**src/lkk_pkg.sv**
```systemverilog
// lkk_pkg: shared types and constants for the light knob keystroke block
// holds state codes, modifier codes, beat layouts and configuration defaults
// no dependencies; used by the top level and its port checker
`default_nettype none

package lkk_pkg;

  // default stamp width, handed to the top level parameter
  localparam int TIME_WIDTH_DEF = 32;

  // payload widths
  localparam int TIME_MS_W  = 32;
  localparam int IN_DATA_W  = 40;  // contact, level, prev_level, time_ms, zero padding
  localparam int OUT_DATA_W = 8;   // key_valid, modifier, lit, zero padding

  // configuration port
  localparam int CFG_ADDR_W = 3;
  localparam int CFG_DATA_W = 32;
  localparam int TMO_W      = 16;
  localparam logic [TMO_W-1:0] TMO_RESET = 16'd500;

  // register index, taken from the word address bit
  localparam logic REG_LEAVE_TIMEOUT = 1'b0;

  // input kinds carried on tuser
  localparam logic ACT_CONTACT    = 1'b0;
  localparam logic ACT_TIME_CHECK = 1'b1;

  // contact codes
  localparam logic [1:0] CONTACT_A1 = 2'd0;
  localparam logic [1:0] CONTACT_A2 = 2'd1;
  localparam logic [1:0] CONTACT_I1 = 2'd2;
  localparam logic [1:0] CONTACT_I2 = 2'd3;

  // modifier of an 'l' keystroke
  typedef logic [1:0] mod_t;
  localparam mod_t MOD_NONE  = 2'd0;
  localparam mod_t MOD_SHIFT = 2'd1;
  localparam mod_t MOD_CTRL  = 2'd2;

  // knob positions, one-hot
  typedef enum logic [10:0] {
    ST_UNDEF = 11'b000_0000_0001,
    ST_OFF   = 11'b000_0000_0010,
    ST_WAIT  = 11'b000_0000_0100,
    ST_A1    = 11'b000_0000_1000,
    ST_A1_LV = 11'b000_0001_0000,
    ST_A2    = 11'b000_0010_0000,
    ST_A2_LV = 11'b000_0100_0000,
    ST_I1    = 11'b000_1000_0000,
    ST_I1_LV = 11'b001_0000_0000,
    ST_I2    = 11'b010_0000_0000,
    ST_I2_LV = 11'b100_0000_0000
  } knob_state_t;

  // one result beat
  typedef struct packed {
    logic key_valid;
    mod_t modifier;
    logic lit;
    logic last;
  } result_t;

endpackage

`default_nettype wire

```
**src/light_knob_keystroke_fsm_top.sv**
```systemverilog
// light_knob_keystroke_fsm_top: knob contact tracker issuing 'l' keystroke beats
// single-pass state update with a two-entry result buffer and an apb timeout register
// depends on lkk_pkg
//
// channel  direction  handshake            payload
// in_      slave      tvalid/tready        tuser action, tdata contact/level/prev/time
// out_     master     tvalid/tready        tdata key_valid/modifier/lit, tlast last
// cfg_     apb slave  psel/penable/pready  leave_timeout_ms at byte address 0
//
// an item gives one beat, or two if it causes two keystrokes; the result buffer sends
// one beat per cycle while out_tready is high
// reset (rst_n low, synchronous): knob Undefined, stamp disarmed, timeout 500 ms
// a stalled out_ side holds both buffered beats; in_tready drops once the buffer
// cannot take the results of another item
`default_nettype none

module light_knob_keystroke_fsm_top #(
  parameter int TIME_WIDTH = lkk_pkg::TIME_WIDTH_DEF
) (
  input  wire                            clk,
  input  wire                            rst_n,
  // input beats
  input  wire                            in_tvalid,
  output logic                           in_tready,
  input  wire  [lkk_pkg::IN_DATA_W-1:0]  in_tdata,   // [1:0] contact, [2] level,
                                                     // [3] prev_level, [35:4] time_ms
  input  wire                            in_tuser,   // [0] action
  // result beats
  output logic                           out_tvalid,
  input  wire                            out_tready,
  output logic [lkk_pkg::OUT_DATA_W-1:0] out_tdata,  // [0] key_valid, [2:1] modifier,
                                                     // [3] lit
  output logic                           out_tlast,
  // configuration
  input  wire                            cfg_psel,
  input  wire                            cfg_penable,
  input  wire                            cfg_pwrite,
  input  wire  [lkk_pkg::CFG_ADDR_W-1:0] cfg_paddr,
  input  wire  [lkk_pkg::CFG_DATA_W-1:0] cfg_pwdata,
  output logic [lkk_pkg::CFG_DATA_W-1:0] cfg_prdata,
  output logic                           cfg_pready
);

  import lkk_pkg::*;

  // input fields
  logic                  in_action;
  logic [1:0]            in_contact;
  logic                  in_level;
  logic                  in_prev_level;
  logic [TIME_MS_W-1:0]  in_time_ms;
  logic [TIME_WIDTH-1:0] now;

  // state
  knob_state_t           state_r, state_nxt;
  logic [TIME_WIDTH-1:0] stamp_r, stamp_nxt;
  logic [TMO_W-1:0]      tmo_r;

  // per-item results
  logic                  press_key;
  mod_t                  press_mod;
  logic                  timeout;
  logic                  two_shift;
  logic                  one_shift;
  logic [1:0]            n_keys;
  mod_t                  key0, key1;
  logic                  lit;
  logic [TIME_WIDTH-1:0] elapsed;
  result_t               res0, res1;

  // result buffer
  result_t               slot0_r, slot0_nxt;
  result_t               slot1_r, slot1_nxt;
  logic [1:0]            cnt_r, cnt_nxt;
  logic                  in_fire, out_fire;

  assign in_action     = in_tuser;
  assign in_contact    = in_tdata[1:0];
  assign in_level      = in_tdata[2];
  assign in_prev_level = in_tdata[3];
  assign in_time_ms    = in_tdata[35:4];
  assign now           = TIME_WIDTH'(in_time_ms);

  // contact handling, then timeout check on the updated stamp
  always_comb begin
    state_nxt = state_r;
    stamp_nxt = stamp_r;
    press_key = 1'b0;
    press_mod = MOD_NONE;
    if (in_action == ACT_CONTACT && in_level != in_prev_level) begin
      if (in_level) begin
        stamp_nxt = '0;
        if (state_r == ST_UNDEF) begin
          state_nxt = ST_WAIT;
        end else begin
          case (in_contact)
            CONTACT_A1: begin
              if (state_r == ST_OFF || state_r == ST_A2 || state_r == ST_A2_LV) begin
                press_key = 1'b1; press_mod = MOD_SHIFT; state_nxt = ST_A1;
              end else if (state_r == ST_I1 || state_r == ST_I1_LV) begin
                press_key = 1'b1; press_mod = MOD_CTRL; state_nxt = ST_A1;
              end
            end
            CONTACT_A2: begin
              if (state_r == ST_A1 || state_r == ST_A1_LV) begin
                press_key = 1'b1; press_mod = MOD_NONE; state_nxt = ST_A2;
              end else if (state_r == ST_I2 || state_r == ST_I2_LV) begin
                press_key = 1'b1; press_mod = MOD_CTRL; state_nxt = ST_A2;
              end
            end
            CONTACT_I1: begin
              if (state_r == ST_A1 || state_r == ST_A1_LV) begin
                press_key = 1'b1; press_mod = MOD_CTRL; state_nxt = ST_I1;
              end else if (state_r == ST_I2 || state_r == ST_I2_LV) begin
                press_key = 1'b1; press_mod = MOD_SHIFT; state_nxt = ST_I1;
              end
            end
            default: begin
              if (state_r == ST_A2 || state_r == ST_A2_LV) begin
                press_key = 1'b1; press_mod = MOD_CTRL; state_nxt = ST_I2;
              end else if (state_r == ST_I1 || state_r == ST_I1_LV) begin
                press_key = 1'b1; press_mod = MOD_NONE; state_nxt = ST_I2;
              end
            end
          endcase
        end
      end else begin
        case (in_contact)
          CONTACT_A1: state_nxt = ST_A1_LV;
          CONTACT_A2: state_nxt = ST_A2_LV;
          CONTACT_I1: state_nxt = ST_I1_LV;
          default:    state_nxt = ST_I2_LV;
        endcase
        stamp_nxt = now;
      end
    end

    // a zero stamp counts as disarmed
    elapsed   = now - stamp_nxt;
    timeout   = (stamp_nxt != '0) && (elapsed > TIME_WIDTH'(tmo_r));
    two_shift = timeout && (state_nxt == ST_A2_LV || state_nxt == ST_I2_LV);
    one_shift = timeout && (state_nxt == ST_A1_LV || state_nxt == ST_I1_LV);

    // keystroke list, at most two entries
    n_keys = 2'd0;
    key0   = MOD_NONE;
    key1   = MOD_NONE;
    if (press_key) begin
      key0   = press_mod;
      n_keys = 2'd1;
    end
    if (two_shift) begin
      if (n_keys == 2'd0) begin
        key0 = MOD_SHIFT; n_keys = 2'd1;
      end else if (n_keys == 2'd1) begin
        key1 = MOD_SHIFT; n_keys = 2'd2;
      end
    end
    if (two_shift || one_shift) begin
      if (n_keys == 2'd0) begin
        key0 = MOD_SHIFT; n_keys = 2'd1;
      end else if (n_keys == 2'd1) begin
        key1 = MOD_SHIFT; n_keys = 2'd2;
      end
    end
    if (timeout) begin
      state_nxt = ST_OFF;
      stamp_nxt = '0;
    end

    lit = !(state_nxt == ST_OFF || state_nxt == ST_UNDEF || state_nxt == ST_WAIT);

    res0.key_valid = (n_keys != 2'd0);
    res0.modifier  = key0;
    res0.lit       = lit;
    res0.last      = (n_keys != 2'd2);
    res1.key_valid = 1'b1;
    res1.modifier  = key1;
    res1.lit       = lit;
    res1.last      = 1'b1;
  end

  // handshakes
  assign out_fire   = out_tvalid && out_tready;
  assign in_tready  = (cnt_r == 2'd0) || (cnt_r == 2'd1 && out_tready);
  assign in_fire    = in_tvalid && in_tready;
  assign out_tvalid = (cnt_r != 2'd0);
  assign out_tdata  = {4'b0000, slot0_r.lit, slot0_r.modifier, slot0_r.key_valid};
  assign out_tlast  = slot0_r.last;

  // result buffer next values
  always_comb begin
    slot0_nxt = slot0_r;
    slot1_nxt = slot1_r;
    cnt_nxt   = cnt_r;
    if (in_fire) begin
      slot0_nxt = res0;
      slot1_nxt = res1;
      cnt_nxt   = (n_keys == 2'd2) ? 2'd2 : 2'd1;
    end else if (out_fire) begin
      slot0_nxt = slot1_r;
      cnt_nxt   = cnt_r - 2'd1;
    end
  end

  // control and state registers
  always_ff @(posedge clk) begin
    if (!rst_n) begin
      state_r <= ST_UNDEF;
      stamp_r <= '0;
      cnt_r   <= 2'd0;
    end else begin
      cnt_r <= cnt_nxt;
      if (in_fire) begin
        state_r <= state_nxt;
        stamp_r <= stamp_nxt;
      end
    end
  end

  // result payload
  always_ff @(posedge clk) begin
    slot0_r <= slot0_nxt;
    slot1_r <= slot1_nxt;
  end

  // timeout register write
  always_ff @(posedge clk) begin
    if (!rst_n) begin
      tmo_r <= TMO_RESET;
    end else if (cfg_psel && cfg_penable && cfg_pwrite && cfg_pready &&
                 cfg_paddr[CFG_ADDR_W-1] == REG_LEAVE_TIMEOUT) begin
      tmo_r <= cfg_pwdata[TMO_W-1:0];
    end
  end

  // register read
  assign cfg_pready = 1'b1;
  assign cfg_prdata = (cfg_paddr[CFG_ADDR_W-1] == REG_LEAVE_TIMEOUT) ?
                      CFG_DATA_W'(tmo_r) : '0;

endmodule

`default_nettype wire

```
**config.mk**
```make
export PLATFORM = sky130hd
export DESIGN_NAME = light_knob_keystroke_fsm_top
export DESIGN_NICKNAME = d
export VERILOG_FILES = /design/src/lkk_pkg.sv /design/src/light_knob_keystroke_fsm_top.sv
export SDC_FILE = /design/constraint.sdc
export NUM_CORES = 1
export LEC_CHECK = 0
export BUFFER_PORTS_ARGS = -buffer_cell sky130_fd_sc_hd__buf_2
export CORE_MARGIN = 3
export CORE_UTILIZATION = 58
export CTS_CLUSTER_SIZE = 40
export DETAILED_ROUTE_END_ITERATION = 10
export PLACE_DENSITY = 0.93
export SYNTH_ARGS = -nofsm -noshare
export SYNTH_HDL_FRONTEND = slang
export SYNTH_SLANG_ARGS = --single-unit
```
**constraint.sdc**
```tcl
create_clock -name clk -period 9.4 [get_ports clk]
set_clock_uncertainty 0.1 [all_clocks]
set_input_delay 1.88 -clock clk [delete_from_list [all_inputs] [get_ports clk]]
set_output_delay 1.88 -clock clk [all_outputs]
set_load 0.01 [all_outputs]
```
==> out/summary.txt <==
Area share of the largest cell type after synthesis - 0.1717
Grt total ovfl - 0
Dpl cells - 1164
Clock buffer depth - 2
Ys async rst share - 0
Crit path kind - in -> reg
Hold_buf cts - 0
Die X - 116.7 um
Io pins - 127
DRC - 0
Fin. max-slew vios - 0
Layout Area Growth over Synthesis - 8.569%
Worst EP arrival - 8.56 ns
Drt pass-1 iters - 6
Fill count - 996
Placed instance area - 0.007428 mm2
RSZ-0062 raised after global routing - false
Slowest stage cell, crit path - nor4_2
CP max stage delay - 0.51 ns
Fin area - 0.007720 mm2
Top_reg_cell synth - dfxtp_1
Yosys cell types - 86
DRT Wirelength - 21960 um
Final setup viols - 0
CTS root buf - clkbuf_16
Core box area - 0.01171 mm2
Sw Share - 0.3759
CTS Buf Count - 9
Kind of start point of the critical path - input port
Flop pwr share - 0.310
Max-slew headroom - 0.4035
Synth Instances - 988
Post-synth EDFFs - 7
Die height - 116.7 um
YS warnings - 0
Register area share after synthesis - 0.2013
Clock power share - 0.326
Share of post-route cells with drive strength above 1 - 0.1456
ANT cells - 0
Hold Fails Final Rpt - 0
Final Non-Filler Cells - 1180
Actual slew at the worst max-slew pin - 0.8893 ns
VDD IR-drop max - 0.06906 mV
Critical Path Sink Type - flop
WL per Instance - 18.61 um
DRT iter0 DRCs - 1085
IO buf count - 83
Sw Pwr - 0.3954 mW
Routed Antenna Nets - 0
H-tree Lvls - 3
Row count - 39
Pwr dens - 136.3 mW/mm2
First-pass GRT wire length - 35130 um
Setup TNS - 0 ns
GR Util All Layers - 0.3195
Crit-path max FO - 18
Min Clock Period, post-route - 8.577 ns
CTS tree - done
Starting Density - 0.6072
Flops & latches, synth - 68
Fin util - 0.6592
Comb power frac - 0.364
Initial antenna violation count - 0
DP HPWL - 16560 um
Largest net degree at the start of global routing - 35
Max-Cap Viols - 0
Avg Cell Area, Syn - 7.197 um2
Tcrit/Tclk final - 0.9124
Post_cts resized - 0
Pleak - 3.186 nW
Vias in the first global route - 7249
Die ar. - 0.01362 mm2
Required @ worst endpoint - 9.39 ns
Avg Vias per Cell - 6.814
Int Pwr - 0.6566 mW
Via count - 8041
CTS Sinks - 68
Final GP Congestion - 0.9843
Synthesized area - 0.007111 mm2
Clock Latency Late Sink - 0.35 ns
Maximum clock frequency - 116.6 MHz
Final nets - 1164
Top post-synthesis cells by area - dfxtp_1 17%, ha_1 8.4%, a21oi_1 6.8%
Min-delay worst type - reg -> reg
Outcome - finished clean
Post-CTS Setup Bufs - 0
Clk slew on worst S/H paths - 0.06 ns
Cell taking the most area after synthesis - dfxtp_1
cell type report:
type / instances / area [um2] / area share
Multi-Input combinational cell: 807 / 5129 / 0.6643
Clock buffer: 10 / 229.0 / 0.02966
Inverter: 53 / 198.9 / 0.02577
Sequential cell: 68 / 1431 / 0.1854
Timing Repair Buffer: 93 / 490.5 / 0.06353
Tap cell: 143 / 178.9 / 0.02318
Clock inverter: 6 / 62.56 / 0.008104
registers in the layout, indices dropped and copies added, names as in the netlist:
name and count:
cnt_r 2, stamp_r 32, slot1_r 2, out_tlast 1, state_r 11, tmo_r 16
out_tdata 4
cells in the mapped netlist (5+ instances only):
cell	instances
a211oi_1	7
a21o_1	21
a21oi_1	96
a22o_1	5
a31oi_1	17
a32o_1	16
and2_1	6
and3_1	25
buf_2	11
buf_4	26
clkbuf_1	36
dfxtp_1	61
edfxtp_1	7
ha_1	48
inv_1	52
nand2_1	115
nand2b_1	12
nand3_1	22
nand4_1	15
nor2_1	71
nor2b_1	22
nor3_1	23
nor3_2	6
nor4_1	15
o211ai_1	12
o21a_1	10
o21ai_0	57
o21ai_1	11
o21ai_2	12
o221ai_1	6
o22ai_1	8
o31ai_1	10
or4_1	6
xnor2_1	14
xor2_1	10
cells by family (layout without fill, tap and decap cells):
kind of cell,Yosys count,count (layout),share of synthesized area
buf+inv,132,162,0.08745
simple gates,364,364,0.2608
compound gates,343,343,0.3238
other cells,2,21,0.001056
xor+xnor,24,24,0.02956
mux,5,5,0.007390
fa+ha+maj,50,50,0.08869
flops,68,68,0.2013
placed cells by master (no fill, tap or decap), types with 5 or more instances in the layout:
master,netlist,final
nand2b_1,12,12
o21ai_2,12,12
o221ai_1,6,6
xor2_1,10,10
nand3_1,22,22
o211ai_1,12,12
nor4_1,15,15
clkbuf_16,0,9
nor3_2,6,6
buf_2,11,83
nor2_1,71,71
edfxtp_1,7,7
and2_1,6,6
or4_1,6,6
nor3_1,23,23
a211oi_1,7,7
o31ai_1,10,10
nand2_1,115,115
a32o_1,16,16
a21oi_1,96,96
a31oi_1,17,17
buf_4,26,10
nand4_1,15,15
o21a_1,10,10
and3_1,25,25
nor2b_1,22,22
a21o_1,21,21
o21ai_0,57,57
inv_1,52,52
a22o_1,5,5
ha_1,48,48
xnor2_1,14,14
o21ai_1,11,11
conb_1,2,21
dfxtp_1,61,61
o22ai_1,8,8
power groups by stage:
stage	sequential (mW)	clock (mW)	combinational (mW)
floorplan	0.334	0	0.270
CTS	0.326	0.343	0.371
global placement	0.332	0	0.361
finish	0.326	0.343	0.383
global route	0.329	0.357	0.419
detailed placement	0.332	0	0.368
critical path, delay by kind of cell:
family	cells	cell delay, ns
AND/OR/NAND/NOR	5	1.66
AO/OA/AOI/OAI	13	2.94
XOR/XNOR	2	0.44
adder cells (fa/ha/maj)	4	1.11
buffers and inverters	3	0.52
stage by stage:
stage          setup slack, ns  total power, mW  hold slack, ns
2_1_floorplan            1.772           0.6039          0.3254
3_3_place_gp            0.8889           0.6924          0.3346
3_5_place_dp            0.7011           0.7005          0.3448
4_1_cts                  1.018            1.041          0.3524
5_1_grt                 0.3632            1.105          0.3752
6_report                0.8231            1.052          0.3526
layer usage:
layer / global-route usage / wire, um / vias up
met3: 0.05803 / 2261 / 108
li1: - / - / 3695
met2: 0.5150 / 10070 / 558
met4: 0.1544 / 1031 / 0
met1: 0.4116 / 8590 / 3680
met5: 0 / 0 / -
worst paths after layout:
| check | cells past startpoint | endpoint | slack (ns) | startpoint |
|---|---|---|---|---|
| worst max register to register | 23 | out_tdata[0] | 3.06 | stamp_r[0] |
| worst min register to register | 2 | stamp_r[14] | 0.35 | stamp_r[14] |
| worst max-delay path | 27 | out_tdata[0] | 0.82 | in_tdata[3] |
| worst min-delay path | 2 | stamp_r[14] | 0.35 | stamp_r[14] |
Note: power is estimated with default switching activity, not from simulation.
